==> src/rtl/core/acc_pkg.sv <==
// Shared types and constants for the box-versus-circle contact unit
package acc_pkg;
    localparam int NORMAL_WIDTH = 25;
    localparam int PEN_WIDTH    = 26;
    localparam int D2_WIDTH     = 64;
    localparam int ROOT_WIDTH   = 32;

    typedef struct packed {
        logic                     hit;
        logic                     in_box;
        logic [NORMAL_WIDTH-1:0]  nx;
        logic [NORMAL_WIDTH-1:0]  ny;
        logic [ROOT_WIDTH-1:0]    radius;
    } acc_meta_t;
endpackage

==> src/rtl/core/acc_root_cell.sv <==
// One stage of the pipelined square root: one result bit per cell
module acc_root_cell
    import acc_pkg::*;
#(
    parameter int STEP = 0
)
(
    input  logic                  clk,
    input  logic                  rst_n,
    input  logic                  vin,
    input  logic [D2_WIDTH-1:0]   rem_in,
    input  logic [ROOT_WIDTH-1:0] root_in,
    input  acc_meta_t             meta_in,
    output logic                  vout,
    output logic [D2_WIDTH-1:0]   rem_out,
    output logic [ROOT_WIDTH-1:0] root_out,
    output acc_meta_t             meta_out
);
    localparam int SH = 2 * (ROOT_WIDTH - 1 - STEP);

    logic [D2_WIDTH-1:0] trial;
    logic                ge;
    logic                v_reg;
    logic [D2_WIDTH-1:0] rem_reg;
    logic [ROOT_WIDTH-1:0] root_reg;
    acc_meta_t           meta_reg;

    assign trial = ({root_in, 2'b01} << SH);
    assign ge    = (rem_in >= trial) && ((trial >> SH) == {root_in, 2'b01});

    always_ff @(posedge clk or negedge rst_n)
    begin
        if (!rst_n)
        begin
            v_reg <= 1'b0;
        end
        else
        begin
            v_reg <= vin;
        end
    end

    always_ff @(posedge clk)
    begin
        rem_reg  <= ge ? rem_in - trial : rem_in;
        root_reg <= {root_in[ROOT_WIDTH-2:0], ge};
        meta_reg <= meta_in;
    end

    assign vout     = v_reg;
    assign rem_out  = rem_reg;
    assign root_out = root_reg;
    assign meta_out = meta_reg;
endmodule

==> config.mk <==
export PLATFORM = sky130hd
export DESIGN_NAME = acc_root_cell
export DESIGN_NICKNAME = d
export VERILOG_FILES = /design/src/rtl/core/acc_pkg.sv /design/src/rtl/core/acc_root_cell.sv
export SDC_FILE = /design/constraint.sdc
export NUM_CORES = 1
export LEC_CHECK = 0
export BUFFER_PORTS_ARGS = -buffer_cell sky130_fd_sc_hd__buf_4
export CAP_MARGIN = 20
export CORE_AREA = 3 3 142 144
export DETAILED_ROUTE_END_ITERATION = 6
export DIE_AREA = 0 0 145 147
export PLACE_DENSITY = 0.58
export SETUP_SLACK_MARGIN = 0.3
export SLEW_MARGIN = 20
export SYNTH_ARGS = -nofsm -noshare
export SYNTH_HDL_FRONTEND = slang
export SYNTH_SLANG_ARGS = --single-unit
==> constraint.sdc <==
create_clock -name clk -period 0.8 [get_ports clk]
set_input_delay 0.16 -clock clk [delete_from_list [all_inputs] [get_ports clk]]
set_output_delay 0.16 -clock clk [all_outputs]
set_load 0.01 [all_outputs]
==> results.toml, run 1 <==
[clocking]
cts.sinks = 181
cts_buffers = 17
clockBufferDepth = 2
path_clk_slew_ns = 0.06
htree_num_levels = 4
cts_tree = "yes"
root_buffer = "clkbuf_16"

[worst_setup_path]
cp_cell_sequence = "buf_4, nor4_4, nand4_1, or4_4, a211o_1, xnor2_1"
worstPathMaxFanout = 3
crit_arrival_ns = 1.75
endpoint_kind = "flip-flop"
cpLargestDelayFamily = "simple AND/OR/NAND/NOR gates"
cpPeakStageDelay_ns = 0.57
crit_type = "input port to flip-flop"
crit_path_top_delay_cell = "or4_4"
worstSetupStartpointType = "input port"
required_ns = 1.10
crit_buf_inv = 1

[finish]
final_nets = 955
stdcell_count = 1044
final_util = 0.555
area_delta_synth_final_pct = 168
fin_area_mm2 = 0.0105
layout_commonest_cell = "buf_4"
num-fill-cells = 1445
multi_input_area_um2 = 408
most-common-layout-cells = "buf_4, buf_6, dfxtp_2, dlymetal6s4s_1, dlygate4sd3_1"
drive_gt1_frac = 0.766
regArea_mm2 = 0.00384

[min_path]
hold_path_end = "rem_out[41]"
min-delay-start = "rem_in[41]"
hold_path.class = "input port to flip-flop"
hold_depth = 1

[synthesis]
syn_nets = 405
ys_ff_latch = 181
synth_seq_area_share = 0.932
syn_avg_cell_area_um2 = 17.7
syn_inst = 220
yosysWarnings = 0
synth_cell_types = 12
synth_area_mm2 = 0.00389

[global_routing]
grt_max_degree = 18
grt_overflow_total = 0
grt_util_all_layers = 0.152
grt_pass1_wl_um = 25200
grt_pass1_vias = 4434
antenna_found_initial = 1

[outcome]
run_status = "finished with violations"
violations = "hold timing, setup timing"

[sta]
fin_ws_ns = -0.652
period_share = 1.81
tns_ns = -38.42
fmaxAchievable_mhz = 689
maxSlewViolCount = 0
slew_headroom = 0.780
hold_ws_ns = -0.143
grt_setup_unrepaired = "true"
final-setup-viol-count = 184
period_needed_ns = 1.45
tightest_slew_ns = 0.327
hold_viol_final = 28

[routing]
highest_layer = "met4"
post_drt_wl_per_cell_um = 16.8
first_iter_violations = 65
route.vias.total = 3921
dr.pass1.iters = 3
wl_met2_um = 9840
wirelength_um = 17600
drcViolationCount = 0
antenna_left = 0
vias_per_cell = 3.76
dr_wl_met3_um = 1590
m1WireLength_um = 5690

[placed_design]
dpl_cell_area_mm2 = 0.00709
place_congestion = 0.822
hpwl_um = 11200
numPortBuffers = 363
dp.cells = 858

[floorplan]
initial_core_util = 0.207
dieArea_mm2 = 0.0213
ioPinCount = 364
core_area_mm2 = 0.0188
dieWidth_um = 145
die_h_um = 147
rows = 50

[run]
max_cap_viol_count = 0

[power_and_ir_drop]
power_density_mw_per_mm2 = 2000
power_mw = 20.9
ir_worst_vdd_mv = 1.25
leakagePower_nw = 5.31
## Yosys cell counts, drive strengths merged
master / instances / area (um^2)
nor3: 1 / 5.00
xnor2: 1 / 8.76
nor4: 22 / 138
ha: 2 / 25.0
dfrtp: 1 / 25.0
nand4: 6 / 37.5
mux2i: 1 / 10.0
or4: 1 / 7.51
dfxtp: 180 / 3600
nor4b: 1 / 15.0
a211o: 1 / 8.76
inv: 3 / 11.3
## routing by layer
| metal | vias to the layer above | track usage |
|---|---|---|
| met3 | 34 | 0.0682 |
| met4 | 0 | 0.0504 |
| met5 | - | 0 |
| met1 | 1817 | 0.142 |
| met2 | 229 | 0.295 |
| li1 | 1841 | - |
## worst max path at each step
stage	start	endpoint	cells after the start
after floorplan	rem_in[21]	rem_out[62]	5
after global placement	rem_in[48]	rem_out[62]	7
after detailed placement	rem_in[48]	rem_out[62]	7
after CTS	rem_in[45]	rem_out[62]	7
after global routing	rem_in[41]	rem_out[62]	7
final	rem_in[21]	rem_out[62]	6
## cell type report
| type | count | area share |
|---|---|---|
| inverter | 3 | 0.00132 |
| timing repair buffer | 531 | 0.505 |
| tap | 260 | 0.0311 |
| clock inverter | 13 | 0.0136 |
| antenna | 1 | 0.000239 |
| sequential | 181 | 0.368 |
| clock buffer | 19 | 0.0424 |
| multi-input combinational | 36 | 0.0390 |
## power by group
part           internal (mW)  switching, mW
combinational           2.06          0.897
sequential              9.59          0.251
clock                   4.48           3.64
total                   16.1           4.79
## cells by family (layout without fill, tap and decap cells)
kind of cell               count (synthesis)  in the layout  share of synthesized area
xor gates and xnor gates                   1              1                    0.00225
adders and majority gates                  2              2                    0.00642
muxes                                      1              1                    0.00257
buffers and inverters                      3            566                    0.00289
other                                      0              1                          0
and+or+nand+nor                           31             31                     0.0520
AOI/OAI and AO/OA                          1              1                    0.00225
DFF                                      181            181                      0.932
## state kept, by name, summed over array words and instances (netlist names)
signal    flops
root_out     32
vout          1
rem_out      64
meta_out     84
## per-stage QoR
stage	setup WS (ns)	hold WS, ns
global route	-0.718	-0.174
finish	-0.652	-0.143
CTS	-0.680	-0.162
floorplan	-0.758	-0.136
detailed placement	-1.29	-0.0624
global placement	-1.27	-0.0645
## timing repair
item | 4_1_cts | 5_1_grt
pin swaps | 6 | 3
hold buffers | 132 | 27
gates cloned | 0 | 0
setup buffers | 1 | 1
resized for setup | 318 | 143
setup endpoints to repair | 184 | 273
endpoints found under the hold margin | 179 | 55
Note: power is estimated with default switching activity, not from simulation.
==> run 2, diff against run 1 <==
BUFFER_PORTS_ARGS = -buffer_cell sky130_fd_sc_hd__buf_2   (was -buffer_cell sky130_fd_sc_hd__buf_4)
==> run 2 against run 1 <==
  * Worst setup slack got worse by 0.012 ns
  * Power fell by 4.3%
  * Utilization is 5.9 points lower
  * Combinational power is 18% lower
  * The run still ends with hold timing, setup timing left
  * Sequential power decreased by 1%
  * Fmax is 0.83% lower
  * Highest routed layer unchanged
  * Clock power fell by 3.3%
==> results.toml, run 2 (same netlist as run 1, synthesis figures left out) <==
[power_and_ir_drop]
ir_worst_vdd_mv = 1.24
internal_power_mw = 15.3
p_sw_frac = 0.236
p_comb_frac = 0.121
leakagePower_nw = 4.51
power_mw = 20.0
power_density_mw_per_mm2 = 2140
power_frac_seq = 0.487
pwr-share-clk = 0.393
switchingPower_mw = 4.72

[finish]
final_util = 0.496
largest_reg_flops = 84
diodes = 0
num-fill-cells = 1563
layout_commonest_cell = "buf_2"
area_delta_synth_final_pct = 140
stdcell_count = 1057
final_nets = 969
most-common-layout-cells = "buf_2, dlygate4sd3_1, buf_6, dfxtp_2, dfxtp_1"
fin_area_mm2 = 0.00934
drive_gt1_frac = 0.681

[global_routing]
grt_pass1_wl_um = 22800
grt_overflow_total = 0
grt_util_all_layers = 0.138
antenna_found_initial = 0
grt_max_degree = 18
grt_pass1_vias = 4191

[min_path]
hold_depth = 1
min-delay-start = "rem_in[47]"
hold_path.class = "input port to flip-flop"
hold_path_end = "rem_out[47]"

[outcome]
violations = "hold timing, setup timing"
run_status = "finished with violations"

[floorplan]
initial_core_util = 0.207
core_area_mm2 = 0.0188
rows = 50
dieWidth_um = 145
ioPinCount = 364
die_h_um = 147
dieArea_mm2 = 0.0213

[clocking]
cts_tree = "yes"
root_buffer = "clkbuf_16"
path_clk_slew_ns = 0.07
cts_buffers = 17
htree_num_levels = 4
clockBufferDepth = 2
cts.sinks = 181

[sta]
fin_ws_ns = -0.664
grt_setup_unrepaired = "true"
slew_headroom = 0.780
tns_ns = -38.30
period_share = 1.83
final-setup-viol-count = 184
hold_viol_final = 26
maxSlewViolCount = 0
fmaxAchievable_mhz = 683
tightest_slew_ns = 0.328
hold_ws_ns = -0.102
period_needed_ns = 1.46

[routing]
antenna_left = 0
first_iter_violations = 52
route.vias.total = 3911
drcViolationCount = 0
vias_per_cell = 3.70
dr.pass1.iters = 4
wirelength_um = 15600
post_drt_wl_per_cell_um = 14.8

[placed_design]
place_congestion = 0.774
hpwl_um = 10200
dp.cells = 873
dp_slack_ns = -1.28
numPortBuffers = 363
dpl_cell_area_mm2 = 0.00630

[worst_setup_path]
worstPathMaxFanout = 3
endpoint_kind = "flip-flop"
worstSetupStartpointType = "input port"
required_ns = 1.10
crit_type = "input port to flip-flop"
crit_arrival_ns = 1.76

[run]
max_cap_viol_count = 0
## run 2: changes by cell type in the layout (fill, tap and decap cells not counted), sizes merged
cell          before  now
dlymetal6s4s      82   21
diode              1    0
bufinv             1    0
buf              380  394
clkinvlp           4    5
dlygate4sd3       69  130
inv                8   10
clkinv             3    1
## run 2: power by group through the flow
stage / logic [mW] / clock network [mW] / registers (mW)
3_5_place_dp: 1.44 / 0 / 9.81
2_1_floorplan: 0.0374 / 0 / 10.1
3_3_place_gp: 1.42 / 0 / 9.81
6_report: 2.42 / 7.86 / 9.74
4_1_cts: 2.16 / 8.12 / 9.66
5_1_grt: 2.57 / 8.54 / 9.78
## run 2: critical path, stage by stage
cell     delay, ns
buf_6         0.10
nor4_4        0.27
buf_4         0.16
nand4_1       0.08
or4_4         0.53
a211o_1       0.32
xnor2_1       0.14
## run 2: repair_timing
item	CTS	global route
endpoints found under the hold margin	178	30
setup endpoints to repair	184	203
setup buffers	1	0
hold buffers	148	3
pin swaps	4	2
gates resized for setup	99	159
cloned	0	0
## run 2: worst max path at each step
stage / startpoint / end / depth (start not counted)
global placement: rem_in[44] / rem_out[62] / 7
floorplan: rem_in[21] / rem_out[62] / 5
finish: rem_in[42] / rem_out[62] / 7
detailed placement: rem_in[44] / rem_out[62] / 7
CTS: rem_in[45] / rem_out[62] / 7
global route: rem_in[42] / rem_out[62] / 7
## run 2: layout make-up
cell class                      instances  area [um^2]  share of cell area
Timing Repair Buffer                  545         4310               0.461
Sequential cell                       181         3760               0.402
Clock buffer                           19          443              0.0474
Multi-Input combinational cell         36          377              0.0403
Tap cell                              260          325              0.0348
Clock inverter                         13          116              0.0125
Inverter                                3         11.3             0.00121
## run 2: layer usage
metal	part of all wire	vias to the layer above	global-route usage
met3	0.087	27	0.0623
met4	0.024	0	0.0480
li1	-	1874	-
met1	0.36	1792	0.140
met2	0.53	218	0.250
met5	0	-	0
==> run 3, diff against run 2 <==
ABC_AREA = 1   (was default)
CORE_AREA = 3 3 139 141   (was 3 3 142 144)
DIE_AREA = 0 0 142 144   (was 0 0 145 147)
PLACE_DENSITY = 0.61   (was 0.58)
==> run 3 against run 2 <==
  * The run still ends with hold timing, setup timing left
  * Worst hold slack improved by 0.046 ns
  * Power rose by 0.76%
  * Sequential cell count did not move
  * Non-clock buffer count did not move
  * Sequential power barely moved
  * Utilization rose by 2.8 points
  * Critical path type is now flip-flop to output pin
  * Largest cell class unchanged
==> results.toml, run 3 <==
[outcome]
violations = "hold timing, setup timing"
run_status = "finished with violations"

[clocking]
htree_num_levels = 4
cts.sinks = 181
root_buffer = "clkbuf_16"
ctsHoldBuffers = 154
path_clk_slew_ns = 0.08
cts_tree = "yes"
cts_buffers = 17
clockBufferDepth = 2

[floorplan]
die_h_um = 144
dieWidth_um = 142
rows = 49
initial_core_util = 0.224
dieArea_mm2 = 0.0204
ioPinCount = 364
core_area_mm2 = 0.0181

[finish]
layout_commonest_cell = "buf_2"
most-common-layout-cells = "buf_2, dlygate4sd3_1, buf_6, dfxtp_2, dfxtp_1"
area_delta_synth_final_pct = 134
diodes = 0
final_nets = 1031
largest_reg_flops = 84
drive_gt1_frac = 0.640
fin_area_mm2 = 0.00947
stdcell_count = 1088

[synthesis]
syn_nets = 467
syn_avg_cell_area_um2 = 14.3
synth_flop_cell = "dfxtp_1"
syn_inst = 282
synth_area_mm2 = 0.00405
synthAdderAreaFrac = 0.00618
synth_edf_count = 0
synth_seq_area_share = 0.897
synth_top_area_cell = "dfxtp_1"
yosys.area.top_type_share = 0.891
yosys-top-cells-count = "dfxtp_1, nor2_1, nand2_1, inv_1, nand4_1"
ys_ff_latch = 181
yosys.area_share.simple = 0.0915
synth_cell_types = 10
synthTopCellsByArea = "dfxtp_1, nor2_1, nand2_1"
yosysWarnings = 0
yosysMostFrequentCell = "dfxtp_1"
synth_mux_area_frac = 0
synth_xor_xnor_area_share = 0
synth_top_family_by_area = "simple AND/OR/NAND/NOR gates"
synth_compound_area_frac = 0
postSynth.asyncResetShare = 0.00552

[worst_setup_path]
worstSetupStartpointType = "flip-flop"
cpPeakStageDelay_ns = 0.36
crit_path_top_delay_cell = "dfrtp_1"
worstPathMaxFanout = 1
crit_buf_inv = 1
crit_type = "flip-flop to output pin"
endpoint_kind = "output pin"
crit_arrival_ns = 0.91
cpLargestDelayFamily = "flip-flops"
required_ns = 0.64
cp_cell_sequence = "buf_2"

[global_routing]
antenna_found_initial = 0
grt_util_all_layers = 0.147
grt_pass1_wl_um = 22700
grt_pass1_vias = 4404
grt_max_degree = 19
grt_overflow_total = 0

[sta]
tightest_slew_ns = 0.180
period_share = 1.33
hold_ws_ns = -0.0569
slew_headroom = 0.879
maxSlewViolCount = 0
fin_ws_ns = -0.268
final-setup-viol-count = 183
tns_ns = -37.31
period_needed_ns = 1.07
fmaxAchievable_mhz = 936
hold_viol_final = 26
grt_setup_unrepaired = "true"

[min_path]
hold_path.class = "input port to flip-flop"

[power_and_ir_drop]
p_sw_frac = 0.241
leakagePower_nw = 4.70
power_density_mw_per_mm2 = 2130
power_frac_seq = 0.483
internal_power_mw = 15.3
p_comb_frac = 0.123
ir_worst_vdd_mv = 1.32
switchingPower_mw = 4.87
pwr-share-clk = 0.393

[routing]
wirelength_um = 16500
dr.pass1.iters = 4
post_drt_wl_per_cell_um = 15.1
route.vias.total = 4085
vias_per_cell = 3.75
antenna_left = 0
drcViolationCount = 0
first_iter_violations = 51

[placed_design]
hpwl_um = 10800
dp_slack_ns = -0.523
numPortBuffers = 363
place_congestion = 0.749
dp.cells = 901
dpl_cell_area_mm2 = 0.00638

[run]
max_cap_viol_count = 0
-- run 3: cell types whose count changed in the layout (fill, tap and decap cells not counted), sizes merged, moves of 3 or more --
cell          previous run  this run
buf                    394       391
clkinv                   1         7
dlymetal6s4s            21        28
clkinvlp                 5         1
dlygate4sd3            130       126
nor4                    22         0
nand2                    0        27
nor2                     0        59
-- run 3: worst paths after layout --
path / end / depth (start not counted) / slack, ns / startpoint
min in group asynchronous: vout / 2 / 0.05 / rst_n
max in group asynchronous: vout / 2 / 0.66 / rst_n
max: vout / 1 / -0.27 / vout
min: root_out[2] / 2 / -0.06 / root_in[1]
-- run 3: power groups by stage --
stage / logic, mW / registers [mW] / clock network, mW
floorplan: 0.0877 / 10.1 / 0
global placement: 1.48 / 9.80 / 0
detailed placement: 1.49 / 9.81 / 0
CTS: 2.23 / 9.66 / 8.17
global route: 2.66 / 9.79 / 8.65
finish: 2.49 / 9.75 / 7.94
-- run 3: final cells by class --
cell class	count	area, um^2
clock inverter	14	140
tap	229	287
sequential	181	3770
timing repair buffer	545	4370
clock buffer	18	429
inverter	6	35.0
fill	1498	8610
multi-input combinational	95	448
-- run 3: cell families after synthesis --
family                     after synthesis
and+or+nand+nor                         93
buffers and inverters                    6
adders and majority gates                2
DFF                                    181
-- run 3: metal layers --
metal  wire [um]  vias to the layer above  share of wire  GRT usage
met3        1560                       18          0.095     0.0608
li1            -                     2002              -          -
met2        9000                      221           0.55      0.276
met1        5540                     1844           0.34      0.142
met4         346                        0          0.021     0.0586
met5           0                        -              0          0
-- run 3: per-stage QoR --
| stage | total power [mW] | utilization | hold WS (ns) |
|---|---|---|---|
| floorplan | 10.2 | - | -0.136 |
| CTS | 20.1 | 0.491 | -0.0824 |
| detailed placement | 11.3 | 0.353 | -0.0637 |
| global route | 21.1 | 0.524 | -0.0870 |
| finish | 20.2 | 0.524 | -0.0569 |
| global placement | 11.3 | 0.353 | -0.0653 |
-- run 3: repair_timing --
| action | 4_1_cts | 5_1_grt |
|---|---|---|
| buffers inserted | 1 | 0 |
| gates resized for setup | 111 | 171 |
| endpoints found under the setup margin | 184 | 209 |
| pin swaps | 3 | 13 |
| hold endpoints to repair | 180 | 26 |
